### src/hw/rtl/arpc_pkg.sv
// ----------------------------------------------------------------------------
// ARP cache package
// Shared types, codes and sizes for the ARP cache and responder.
// ----------------------------------------------------------------------------
`default_nettype none

package arpc_pkg;

  localparam int CACHE_ENTRIES   = 16;
  localparam int PENDING_ENTRIES = 8;
  localparam int SCAN_N = (CACHE_ENTRIES > PENDING_ENTRIES) ? CACHE_ENTRIES : PENDING_ENTRIES;
  localparam int CW = (CACHE_ENTRIES > 1) ? $clog2(CACHE_ENTRIES) : 1;
  localparam int PW = (PENDING_ENTRIES > 1) ? $clog2(PENDING_ENTRIES) : 1;
  localparam int SW = (SCAN_N > 1) ? $clog2(SCAN_N) : 1;

  localparam logic [1:0] CMD_TICK = 2'd0;
  localparam logic [1:0] CMD_ARP  = 2'd1;
  localparam logic [1:0] CMD_IP   = 2'd2;

  localparam logic [15:0] OP_REQUEST = 16'd1;
  localparam logic [15:0] OP_REPLY   = 16'd2;

  localparam logic [2:0] ACT_REPLY   = 3'd0;
  localparam logic [2:0] ACT_RELEASE = 3'd1;
  localparam logic [2:0] ACT_FRAME   = 3'd2;
  localparam logic [2:0] ACT_DROP    = 3'd3;
  localparam logic [2:0] ACT_REQUEST = 3'd4;

  localparam logic [1:0] REG_MY_IP  = 2'd0;
  localparam logic [1:0] REG_MY_MAC = 2'd1;
  localparam logic [1:0] REG_EXPIRY = 2'd2;

  localparam logic [47:0] BCAST_MAC = 48'hFFFF_FFFF_FFFF;
  localparam logic [31:0] BCAST_IP  = 32'hFFFF_FFFF;

  typedef struct packed {
    logic [1:0]  command;
    logic [15:0] arp_opcode;
    logic [31:0] sender_ip;
    logic [47:0] sender_mac;
    logic [31:0] target_ip;
    logic [31:0] packet_src_ip;
    logic [31:0] packet_dst_ip;
    logic [31:0] next_hop_ip;
  } arpc_in_t;

  typedef struct packed {
    logic [2:0]  action;
    logic [47:0] dest_mac;
    logic [31:0] dest_ip;
  } arpc_out_t;

  typedef enum logic [1:0] {
    ST_IDLE,
    ST_SCAN,
    ST_DECIDE
  } arpc_state_t;

  typedef struct packed {
    logic load;
    logic scan;
    logic commit;
  } arpc_cmd_t;

  typedef struct packed {
    logic [1:0] command;
    logic       scan_last;
    logic       out_free;
  } arpc_stat_t;

endpackage

`default_nettype wire

### src/hw/rtl/arpc_ctrl.sv
// ----------------------------------------------------------------------------
// ARP cache controller
// Sequences load, then table scan and decision for ARP and IP input words.
// ----------------------------------------------------------------------------
`default_nettype none

module arpc_ctrl
  import arpc_pkg::*;
(
  input  wire logic       clk,
  input  wire logic       rst,
  input  wire logic       in_valid,
  output logic            in_stall,
  input  wire arpc_stat_t stat,
  output arpc_cmd_t       cmd
);

  arpc_state_t state, state_next;

  always_ff @(posedge clk) begin
    if (rst) begin
      state <= ST_IDLE;
    end else begin
      state <= state_next;
    end
  end

  always_comb begin
    state_next = state;
    case (state)
      ST_IDLE: begin
        if (in_valid && (stat.command == CMD_ARP || stat.command == CMD_IP)) begin
          state_next = ST_SCAN;
        end
      end
      ST_SCAN: begin
        if (stat.scan_last) begin
          state_next = ST_DECIDE;
        end
      end
      ST_DECIDE: begin
        if (stat.out_free) begin
          state_next = ST_IDLE;
        end
      end
      default: state_next = ST_IDLE;
    endcase
  end

  always_comb begin
    in_stall   = 1'b1;
    cmd.load   = 1'b0;
    cmd.scan   = 1'b0;
    cmd.commit = 1'b0;
    case (state)
      ST_IDLE: begin
        in_stall = 1'b0;
        cmd.load = in_valid;
      end
      ST_SCAN:   cmd.scan = 1'b1;
      ST_DECIDE: cmd.commit = stat.out_free;
      default: in_stall = 1'b1;
    endcase
  end

endmodule

`default_nettype wire

### src/hw/rtl/arpc_datapath.sv
// ----------------------------------------------------------------------------
// ARP cache datapath
// Holds the tables, configuration, seconds counter, scan trackers and output.
// ----------------------------------------------------------------------------
`default_nettype none

module arpc_datapath
  import arpc_pkg::*;
(
  input  wire logic        clk,
  input  wire logic        rst,
  input  wire arpc_in_t    in_word,
  input  wire logic        cfg_write,
  input  wire logic [1:0]  cfg_index,
  input  wire logic [47:0] cfg_data,
  input  wire arpc_cmd_t   cmd,
  output arpc_stat_t       stat,
  output logic             out_valid,
  input  wire logic        out_stall,
  output arpc_out_t        out_word
);

  logic [31:0] my_ip;
  logic [47:0] my_mac;
  logic [15:0] expiry_time;
  logic [31:0] now_seconds;

  logic [31:0] entry_ip    [CACHE_ENTRIES];
  logic [47:0] entry_mac   [CACHE_ENTRIES];
  logic [31:0] entry_stamp [CACHE_ENTRIES];
  logic [CACHE_ENTRIES-1:0]   entry_used;
  logic [31:0] pending_ip  [PENDING_ENTRIES];
  logic [PENDING_ENTRIES-1:0] pending_used;

  arpc_in_t item;
  logic [SW-1:0] idx;

  logic          c_hit, c_free_found;
  logic [CW-1:0] c_slot, c_free, c_old;
  logic [47:0]   c_mac;
  logic [31:0]   c_stamp, c_old_stamp;
  logic          p_hit, p_free_found;
  logic [PW-1:0] p_slot, p_free;

  logic [31:0]   key;
  logic [CW-1:0] ci;
  logic [PW-1:0] pi;
  logic          c_in, p_in;

  logic          emit;
  arpc_out_t     res;
  logic [CW-1:0] learn_slot;
  logic          pend_add, pend_clear;
  logic [32:0]   limit;

  assign key  = (item.command == CMD_ARP) ? item.sender_ip : item.next_hop_ip;
  assign ci   = idx[CW-1:0];
  assign pi   = idx[PW-1:0];
  assign c_in = ({1'b0, idx} < (SW+1)'(CACHE_ENTRIES));
  assign p_in = ({1'b0, idx} < (SW+1)'(PENDING_ENTRIES));

  assign stat.command   = cmd.load ? in_word.command : item.command;
  assign stat.scan_last = (idx == SW'(SCAN_N - 1));
  assign stat.out_free  = !out_valid || !out_stall;

  assign learn_slot = c_hit ? c_slot : (c_free_found ? c_free : c_old);
  assign limit = {1'b0, c_stamp} + {17'd0, expiry_time};

  // Decision made once the scan of both tables is complete.
  always_comb begin
    emit       = 1'b0;
    pend_add   = 1'b0;
    pend_clear = 1'b0;
    res.action   = ACT_DROP;
    res.dest_mac = 48'd0;
    res.dest_ip  = item.next_hop_ip;
    if (item.command == CMD_ARP) begin
      res.dest_ip = item.sender_ip;
      if (item.arp_opcode == OP_REQUEST) begin
        emit = (item.target_ip == my_ip);
        res.action   = ACT_REPLY;
        res.dest_mac = item.sender_mac;
      end else if (item.arp_opcode == OP_REPLY) begin
        emit       = p_hit;
        pend_clear = p_hit;
        res.action   = ACT_RELEASE;
        res.dest_mac = c_hit ? c_mac : item.sender_mac;
      end
    end else begin
      emit = 1'b1;
      if (item.packet_dst_ip == BCAST_IP) begin
        if (item.packet_src_ip == my_ip || item.packet_src_ip == 32'd0) begin
          res.action   = ACT_FRAME;
          res.dest_mac = BCAST_MAC;
        end
      end else if (item.packet_src_ip != my_ip) begin
        res.action = ACT_DROP;
      end else if (c_hit && (limit > {1'b0, now_seconds})) begin
        res.action   = ACT_FRAME;
        res.dest_mac = c_mac;
      end else if (p_hit || p_free_found) begin
        pend_add     = !p_hit;
        res.action   = ACT_REQUEST;
        res.dest_mac = BCAST_MAC;
      end
    end
  end

  always_ff @(posedge clk) begin
    if (rst) begin
      my_ip        <= 32'd0;
      my_mac       <= 48'd0;
      expiry_time  <= 16'd60;
      now_seconds  <= 32'd0;
      entry_used   <= '0;
      pending_used <= '0;
      out_valid    <= 1'b0;
    end else begin
      if (cfg_write) begin
        case (cfg_index)
          REG_MY_IP:  my_ip <= cfg_data[31:0];
          REG_MY_MAC: my_mac <= cfg_data;
          REG_EXPIRY: expiry_time <= cfg_data[15:0];
          default: ;
        endcase
      end
      if (cmd.load && in_word.command == CMD_TICK && now_seconds != 32'hFFFF_FFFF) begin
        now_seconds <= now_seconds + 32'd1;
      end
      // A new result may replace one that leaves in the same cycle.
      if (cmd.commit && emit) begin
        out_valid <= 1'b1;
      end else if (out_valid && !out_stall) begin
        out_valid <= 1'b0;
      end
      if (cmd.commit) begin
        if (item.command == CMD_ARP) begin
          entry_used[learn_slot] <= 1'b1;
        end
        if (pend_clear) begin
          pending_used[p_slot] <= 1'b0;
        end
        if (pend_add) begin
          pending_used[p_free] <= 1'b1;
        end
      end
    end
  end

  // Payload, tables and scan trackers.
  always_ff @(posedge clk) begin
    if (cmd.load) begin
      item         <= in_word;
      idx          <= '0;
      c_hit        <= 1'b0;
      c_free_found <= 1'b0;
      p_hit        <= 1'b0;
      p_free_found <= 1'b0;
    end
    if (cmd.scan) begin
      if (!stat.scan_last) begin
        idx <= idx + SW'(1);
      end
      if (c_in) begin
        if (entry_used[ci] && entry_ip[ci] == key && !c_hit) begin
          c_hit   <= 1'b1;
          c_slot  <= ci;
          c_mac   <= entry_mac[ci];
          c_stamp <= entry_stamp[ci];
        end
        if (!entry_used[ci] && !c_free_found) begin
          c_free_found <= 1'b1;
          c_free       <= ci;
        end
        if (entry_used[ci] && (idx == '0 || entry_stamp[ci] < c_old_stamp)) begin
          c_old       <= ci;
          c_old_stamp <= entry_stamp[ci];
        end
      end
      if (p_in) begin
        if (pending_used[pi] && pending_ip[pi] == key && !p_hit) begin
          p_hit  <= 1'b1;
          p_slot <= pi;
        end
        if (!pending_used[pi] && !p_free_found) begin
          p_free_found <= 1'b1;
          p_free       <= pi;
        end
      end
    end
    if (cmd.commit) begin
      if (item.command == CMD_ARP) begin
        entry_stamp[learn_slot] <= now_seconds;
        if (!c_hit) begin
          entry_ip[learn_slot]  <= item.sender_ip;
          entry_mac[learn_slot] <= item.sender_mac;
        end
      end
      if (pend_add) begin
        pending_ip[p_free] <= item.next_hop_ip;
      end
      if (emit) begin
        out_word <= res;
      end
    end
  end

endmodule

`default_nettype wire

### src/hw/rtl/arp_cache_and_responder_unit.sv
// ----------------------------------------------------------------------------
// ARP cache and responder
// Caches IP-to-MAC bindings, answers ARP and resolves outbound next hops.
// ----------------------------------------------------------------------------
// Usage: input words arrive on in_valid / in_stall / in_word; a word is taken
// at a clock edge where in_valid is high and in_stall is low. Results leave
// on out_valid / out_stall / out_word, at most one per input word.
// Tick words (and unknown commands) are taken without a scan and give no result.
// ARP and outbound IP words scan the cache and the pending table in parallel,
// one entry per cycle, over all 16 entries (the larger table sets this), then
// reach a decision state that writes the result, if any, to the output
// register; no new word is taken until that decision is made.
// The result sits in an output register; while the receiver stalls it holds,
// and a following word is scanned but waits in its decision cycle until the
// output register is free. Configuration writes (cfg_write, cfg_index,
// cfg_data) take effect at once and belong in idle time.
// Synchronous reset empties both tables, zeroes the seconds counter and the
// addresses, and sets the expiry time to 60 seconds.
// ----------------------------------------------------------------------------
`default_nettype none

module arp_cache_and_responder_unit
  import arpc_pkg::*;
(
  input  wire logic        clk,
  input  wire logic        rst,
  input  wire logic        in_valid,
  output logic             in_stall,
  input  wire arpc_in_t    in_word,
  output logic             out_valid,
  input  wire logic        out_stall,
  output arpc_out_t        out_word,
  input  wire logic        cfg_write,
  input  wire logic [1:0]  cfg_index,
  input  wire logic [47:0] cfg_data
);

  // Commands flow from controller to datapath, status flows back.
  arpc_cmd_t  cmd;
  arpc_stat_t stat;

  arpc_ctrl u_ctrl (
    .clk      (clk),
    .rst      (rst),
    .in_valid (in_valid),
    .in_stall (in_stall),
    .stat     (stat),
    .cmd      (cmd)
  );

  arpc_datapath u_datapath (
    .clk       (clk),
    .rst       (rst),
    .in_word   (in_word),
    .cfg_write (cfg_write),
    .cfg_index (cfg_index),
    .cfg_data  (cfg_data),
    .cmd       (cmd),
    .stat      (stat),
    .out_valid (out_valid),
    .out_stall (out_stall),
    .out_word  (out_word)
  );

endmodule

`default_nettype wire

### config.mk
export PLATFORM = sky130hd
export DESIGN_NAME = arp_cache_and_responder_unit
export DESIGN_NICKNAME = d
export VERILOG_FILES = /design/src/hw/rtl/arpc_pkg.sv /design/src/hw/rtl/arpc_ctrl.sv /design/src/hw/rtl/arpc_datapath.sv /design/src/hw/rtl/arp_cache_and_responder_unit.sv
export SDC_FILE = /design/constraint.sdc
export NUM_CORES = 2
export LEC_CHECK = 0
export ABC_AREA = 0
export BUFFER_PORTS_ARGS = -buffer_cell sky130_fd_sc_hd__buf_2
export CAP_MARGIN = 20
export CORE_MARGIN = 2
export CORE_UTILIZATION = 50
export DETAILED_ROUTE_END_ITERATION = 10
export PLACE_DENSITY = 0.67
export SLEW_MARGIN = 5
export SYNTH_ARGS = -nofsm -noshare
export SYNTH_HDL_FRONTEND = slang
export SYNTH_SLANG_ARGS = --single-unit
### constraint.sdc
create_clock -name clk -period 18.6 [get_ports clk]
set_input_delay 0.93 -clock clk [delete_from_list [all_inputs] [get_ports clk]]
set_output_delay 0.93 -clock clk [all_outputs]
set_load 0.02 [all_outputs]
# --- Word level (Yosys, flattened, before mapping) ---
# Memory sizes are Yosys's and may differ from the RTL's. A register that Yosys moved wholly into a read port is not among the register bits.
# Index checks and enable logic that the tools add are counted.
word_totals:
  mem_bits_rw: 2048
  mem_count: 4
  out_inout_bits: 85
  ff_bits: 506
  romBits: 0
  latchBits: 0
mem_list:
  columns: ["name", "words", "word_bits", "read_ports", "rd_ports_with_merged_regs", "wr", "line", "source"]
  rows:
  - ["u_datapath.entry_mac", 16, 48, 1, 1, 1, "arpc_datapath.sv:29", "logic [47:0] entry_mac [CACHE_ENTRIES];"]
  - ["u_datapath.entry_ip", 16, 32, 1, 1, 1, "arpc_datapath.sv:28", "logic [31:0] entry_ip [CACHE_ENTRIES];"]
  - ["u_datapath.entry_stamp", 16, 32, 1, 1, 1, "arpc_datapath.sv:30", "logic [31:0] entry_stamp [CACHE_ENTRIES];"]
  - ["u_datapath.pending_ip", 8, 32, 1, 1, 1, "arpc_datapath.sv:32", "logic [31:0] pending_ip [PENDING_ENTRIES];"]
classes:
  n_lt_le_gt_ge: 11
  add_sub_neg: 3
  muxes: 75
  reduce_logical: 45
  bitwise: 4
  n_mul: 0
  div_mod_pow: 0
  shifts: 0
  eq_ne: 19
ops:
  columns: ["operator", "n"]
  rows:
  - ["$mux 51", 4]
  - ["$eq 32x32->1", 4]
  - ["$mux 50", 2]
  - ["$mux 48", 2]
  - ["$mux 49", 1]
  - ["$mux 1", 45]
  - ["$add 32x16->33", 1]
  - ["$gt 33x32->1", 1]
  - ["$add 32x1->32 const B", 1]
  - ["$eq 32x32->1 const B", 1]
  - ["$logic_not 32->1", 1]
  - ["$lt 32x32->1", 1]
  - ["$mux 32", 1]
  - ["$mux 8", 4]
  - ["$ne 32x32->1", 1]
  - ["$ne 32x32->1 const B", 1]
  - ["$mux 4", 5]
  - ["$eq 16x1->1 const B", 1]
  - ["$eq 16x2->1 const B", 1]
  - ["$logic_and 1x1->1", 16]
  - ["$or 16x16->16", 1]
  - ["$reduce_and 2->1", 7]
  - ["$lt 3x4->1 const B", 3]
  - ["$lt 4x5->1 const B", 2]
  - ["25 further kinds", 50]

# --- Logic depth before layout (Yosys ltp) ---
logic_depth:
  word_depth: 11
  mapped_depth: 22

# --- By module ---
# Synthesis repeated with hierarchy kept, for this count alone.
unflattened:
  cells_unflattened: 4758
  area_unflattened_um2: 100677.8
by_module_without_submodules:
  columns: ["mod", "n_inst", "area_per_inst_um2", "cells_each"]
  rows:
  - ["arpc_datapath", 1, 100547.7, 4742]
  - ["arpc_ctrl", 1, 130.1, 16]

# --- Worst setup path after synthesis ---
# Ideal clock, no wire load.
synth_timing:
  path_type: "register -> register"
  startpoint: "reg u_datapath.idx[0], in the netlist u_datapath.ci[0]"
  endpoint: "reg u_datapath.c_mac[0] (read register of u_datapath.entry_mac) (enable)"
  period_less_slack_ns: 11.865
  path_slack_ns: 6.735
  arrival_time_ns: 11.103
  required_ns: 17.838
  n_path_buf: 2
  stages_incl_launch_ff: 9
  path_cell_list: "dfxtp_1 > buf_4 > buf_2 > mux4_2 > o2bb2ai_1 > o41ai_1 > o211ai_1 > a2111o_1 > nor4b_1"
synth_via:
  elab_chain_cells: 5
synth_rtl:
  columns: ["element", "line", "source"]
  rows:
  - ["start, declared", "arpc_datapath.sv:36", "logic [SW-1:0] idx;"]
  - ["start signal, assigned", "arpc_datapath.sv:162", "idx <= idx + SW'(1);"]
  - ["$bmux 1 s4", "arpc_datapath.sv:165", "if (entry_used[ci] && entry_ip[ci] == key && !c_hit) begin"]
  - ["$mux 1 (implied by the code)", "arpc_datapath.sv:165", null]
  - ["$logic_and 1x1->1 (2 in a row)", "arpc_datapath.sv:165", null]
  - ["$reduce_and 2->1 (no line)", null, null]
  - ["end, declared", "arpc_datapath.sv:40", "logic [47:0] c_mac;"]
# Several ways; a longest one is shown, not always the timed one. The select of a mux whose other input is x is not followed.
# A chain may end at the register's enable or synchronous reset.

==> impl_metrics.env <==
export IMPL_status="complete, no violations"
export IMPL_crit_chain="ha_1 > a21o_1 > a21o_1 > a221oi_1 > a21boi_0 > o211ai_1 > nand3b_1 > xnor2_1 > ha_1 > nand3_1 > nor4_1 > a41oi_1 > nand2_1 > a2bb2oi_4 > buf_4 > a31o_4 > buf_4 > o221ai_1"
export IMPL_place_congestion=0.841
export IMPL_rsz0062_at_grt="no"
export IMPL_synthAdderAreaFrac_pct=1.03
export IMPL_fin_area_um2=115000
export IMPL_syn_num_nets=5232
export IMPL_crit_path_end_kind="flip-flop"
export IMPL_p_per_area_nw_per_um2=111
export IMPL_clock_path_buffers=4
export IMPL_grt_pass1_wl_um=351000
export IMPL_finalCriticalPeriod_ns=7.79
export IMPL_antenna_found_initial=7
export IMPL_worst_pin_slew_ns=1.12
export IMPL_setup_tns_ns=0
export IMPL_start_kind="flip-flop"
export IMPL_clock_sinks=2602
export IMPL_synthCells=4868
export IMPL_die_h_um=454
export IMPL_hold_viol=0
export IMPL_post_cts_resized=0
export IMPL_path_max_fanout=51
export IMPL_synth_compound_area_share_pct=2.33
export IMPL_synth_ff_type="edfxtp_1"
export IMPL_drv_slew=0
export IMPL_yosysTopAreaCell="edfxtp_1"
export IMPL_fin_skew_ns=0.0545
export IMPL_max_slew_margin_pct=24.6
export IMPL_synth_common_cells="edfxtp_1, mux4_2, nand2_1"
export IMPL_root_buffer="clkbuf_16"
export IMPL_yosysMostFrequentCell="edfxtp_1"
export IMPL_synthSimpleGateAreaFrac_pct=2.66
export IMPL_grt_max_degree=113
export IMPL_slowest_delay_ns=0.80
export IMPL_seq_area_frac_synth_pct=76.1
export IMPL_postSynthAreaPerCell_um2=20.8
export IMPL_fin_crit_sh_pct=41.9
export IMPL_synth_area_leaders="edfxtp_1, mux4_2, dfxtp_1, mux2i_1, xnor2_1"
export IMPL_viasPerCell=6.10
export IMPL_grt_pass1_vias=50600
export IMPL_drive_gt1_share_pct=26.7
export IMPL_grt_usage_pct=23.7
export IMPL_seqCellArea_um2=77000
export IMPL_netlist_area_um2=101000
export IMPL_cts_buffers=285
export IMPL_die_w_um=454
export IMPL_synth_top_family_by_area="multiplexers"
export IMPL_ys_warn_count=0
export IMPL_place_area_um2=106000
export IMPL_critPathTopFamily="compound AO/OA/AOI/OAI gates"
export IMPL_muxShareOfSynthArea_pct=14.8
export IMPL_setup_viol=0
export IMPL_synth_xor_xnor_area_share_pct=1.66
export IMPL_start_util_pct=50.2
export IMPL_cts_hold_buf=0
export IMPL_post_cts_setup_buffers=0
export IMPL_core_area_um2=202000
export IMPL_insertion_delay_ns=0.92
export IMPL_hpwlAfterDp_um=133000
export IMPL_nNetsFinal=5764
export IMPL_synth_edff_count=2487
export IMPL_cts_clk_slew_worst_paths_ns=0.06
export IMPL_ios=366
export IMPL_cts_tree="done"
export IMPL_required_ns=19.16
export IMPL_vias=50500
export IMPL_final_fill_count=14700
export IMPL_drt_pass1_iter_count=6
export IMPL_critPathBufInv=2
export IMPL_rows=165
export IMPL_ys_ff_latch=2602
export IMPL_worstSetupPathType="reg -> reg"
export IMPL_max_cap_viol_count=0
export IMPL_dieArea_um2=206000
export IMPL_slowest_stage="buf_4"
export IMPL_multi_input_area_um2=23100
export IMPL_vdd_drop_max_mv=0.110
export IMPL_synth_distinct_cells=78
export IMPL_postRouteAntennaNets=0
export IMPL_power_leakage_nw=37.0
export IMPL_wl_per_cell_um=29.7
export IMPL_synthArstFlopShare_pct=0
export IMPL_overflow=0
export IMPL_htree_levels=5
export IMPL_postRouteWirelength_um=245000
export IMPL_synth_top_area_share_pct=73.8
export IMPL_hold_path_class="in -> reg"
export IMPL_worstPathArrival_ns=8.35
export IMPL_syn_to_final_growth_pct=13.8
export IMPL_drc=0
export IMPL_drt_initial_drc_count=5981
export IMPL_fmax_ghz=0.128
export IMPL_port_buffers=349
==> layer usage <==
layer | track usage (%) | up-vias | wire length [um]
met4 | 8.43 | 2 | 8330
met3 | 3.63 | 432 | 19000
met2 | 37.8 | 2334 | 119000
met1 | 33.4 | 26600 | 99400
li1 | - | 21100 | -
met5 | 0 | - | 13
==> metrics by stage <==
| stage | instances | setup slack, ns | hold WS [ns] | util [%] | power, mW |
|---|---|---|---|---|---|
| 3_3_place_gp | 7783 | 11.17 | 0.444 | 52.8 | 7.63 |
| 2_1_floorplan | 4868 | 6.74 | 0.435 | - | 7.37 |
| 5_1_grt | 8271 | 10.49 | 0.144 | 57.1 | 13.2 |
| 6_report | 8274 | 10.81 | 0.187 | 57.1 | 12.8 |
| 4_1_cts | 8267 | 10.99 | 0.125 | 57.1 | 12.9 |
| 3_5_place_dp | 7784 | 11.05 | 0.457 | 52.8 | 7.64 |
==> kinds of logic after synthesis <==
group,Yosys count
AOI/OAI and AO/OA,345
buffers and inverters,328
DFF,2602
xor gates and xnor gates,192
adders and majority gates,83
muxes,758
and+or+nand+nor,560
==> where the power goes <==
group | switching [mW] | leakage, nW | internal (mW)
combinational | 0.479 | 9.59 | 0.466
sequential | 0.0981 | 23.1 | 6.47
clock | 2.19 | 4.23 | 3.13
==> placed cells by master (no fill, tap or decap), types with 9 or more instances in the layout <==
cell type | netlist | routed
clkbuf_16 | 0 | 291
clkinv_2 | 0 | 34
dfxtp_1 | 115 | 111
o21ai_0 | 27 | 27
ha_1 | 82 | 82
edfxtp_1 | 2487 | 2487
buf_2 | 66 | 348
and3_1 | 10 | 10
bufinv_16 | 0 | 18
nor2_4 | 0 | 16
o221ai_1 | 39 | 39
nand4_1 | 54 | 54
nor2b_1 | 10 | 9
nand2_1 | 186 | 186
a21o_1 | 35 | 35
o221ai_2 | 10 | 10
a22oi_1 | 15 | 15
clkinv_1 | 1 | 65
clkbuf_1 | 99 | 56
nand3_1 | 42 | 41
buf_4 | 20 | 109
mux2i_1 | 167 | 167
nor3_2 | 0 | 20
nand3b_1 | 12 | 12
xor2_1 | 58 | 58
o22ai_1 | 14 | 14
inv_1 | 109 | 107
mux4_2 | 590 | 590
nor2_1 | 124 | 108
xnor2_1 | 134 | 134
nor3_1 | 38 | 18
nor4_1 | 41 | 36
a21oi_1 | 132 | 132
==> flip-flops by register name, summed over array words and instances (netlist names), 4 cells and up <==
| name | flops |
|---|---|
| u_datapath.c_free | 4 |
| u_datapath.c_mac | 48 |
| u_datapath.c_old | 4 |
| u_datapath.c_old_stamp | 32 |
| u_datapath.c_slot | 4 |
| u_datapath.c_stamp | 32 |
| u_datapath.ci | 4 |
| u_datapath.entry_ip | 512 |
| u_datapath.entry_mac | 768 |
| u_datapath.entry_stamp | 512 |
| u_datapath.entry_used | 16 |
| u_datapath.expiry_time | 16 |
| u_datapath.item | 226 |
| u_datapath.my_ip | 32 |
| u_datapath.now_seconds | 32 |
| u_datapath.out_word | 83 |
| u_datapath.pending_ip | 256 |
| u_datapath.pending_used | 8 |
==> final timing paths <==
| kind | from | end | slack (ns) | depth (start not counted) |
|---|---|---|---|---|
| worst max-delay path | u_datapath.c_stamp[9] | u_datapath.out_word[64] | 10.81 | 18 |
| worst min-delay path | in_word[198] | u_datapath.item[198] | 0.19 | 1 |
| worst max register to register | u_datapath.c_stamp[9] | u_datapath.out_word[64] | 10.81 | 18 |
| worst min register to register | u_datapath.entry_used[10] | u_datapath.entry_used[10] | 0.47 | 2 |
==> cell type report <==
class	instances	area share, %
flip-flops and latches	2602	66.9
inverters	112	0.379
diodes	6	0.0130
clock buffers	354	6.59
multi-input cells	1938	20.1
repair buffers	461	2.28
well taps	2672	2.90
clock inverters	129	0.924
==> worst register-to-register path: stages, from the launching register on <==
cell and delay, ns:
edfxtp_1 0.38, ha_1 0.39, a21o_1 0.20, a21o_1 0.19, a221oi_1 0.67, a21boi_0 0.70, o211ai_1 0.55, nand3b_1 0.29
xnor2_1 0.10, ha_1 0.30, nand3_1 0.11, nor4_1 0.65, a41oi_1 0.34, nand2_1 0.20, a2bb2oi_4 0.16, buf_4 0.80
a31o_4 0.27, buf_4 0.73, o221ai_1 0.45
No activity file was read; power rests on OpenSTA's default activity.
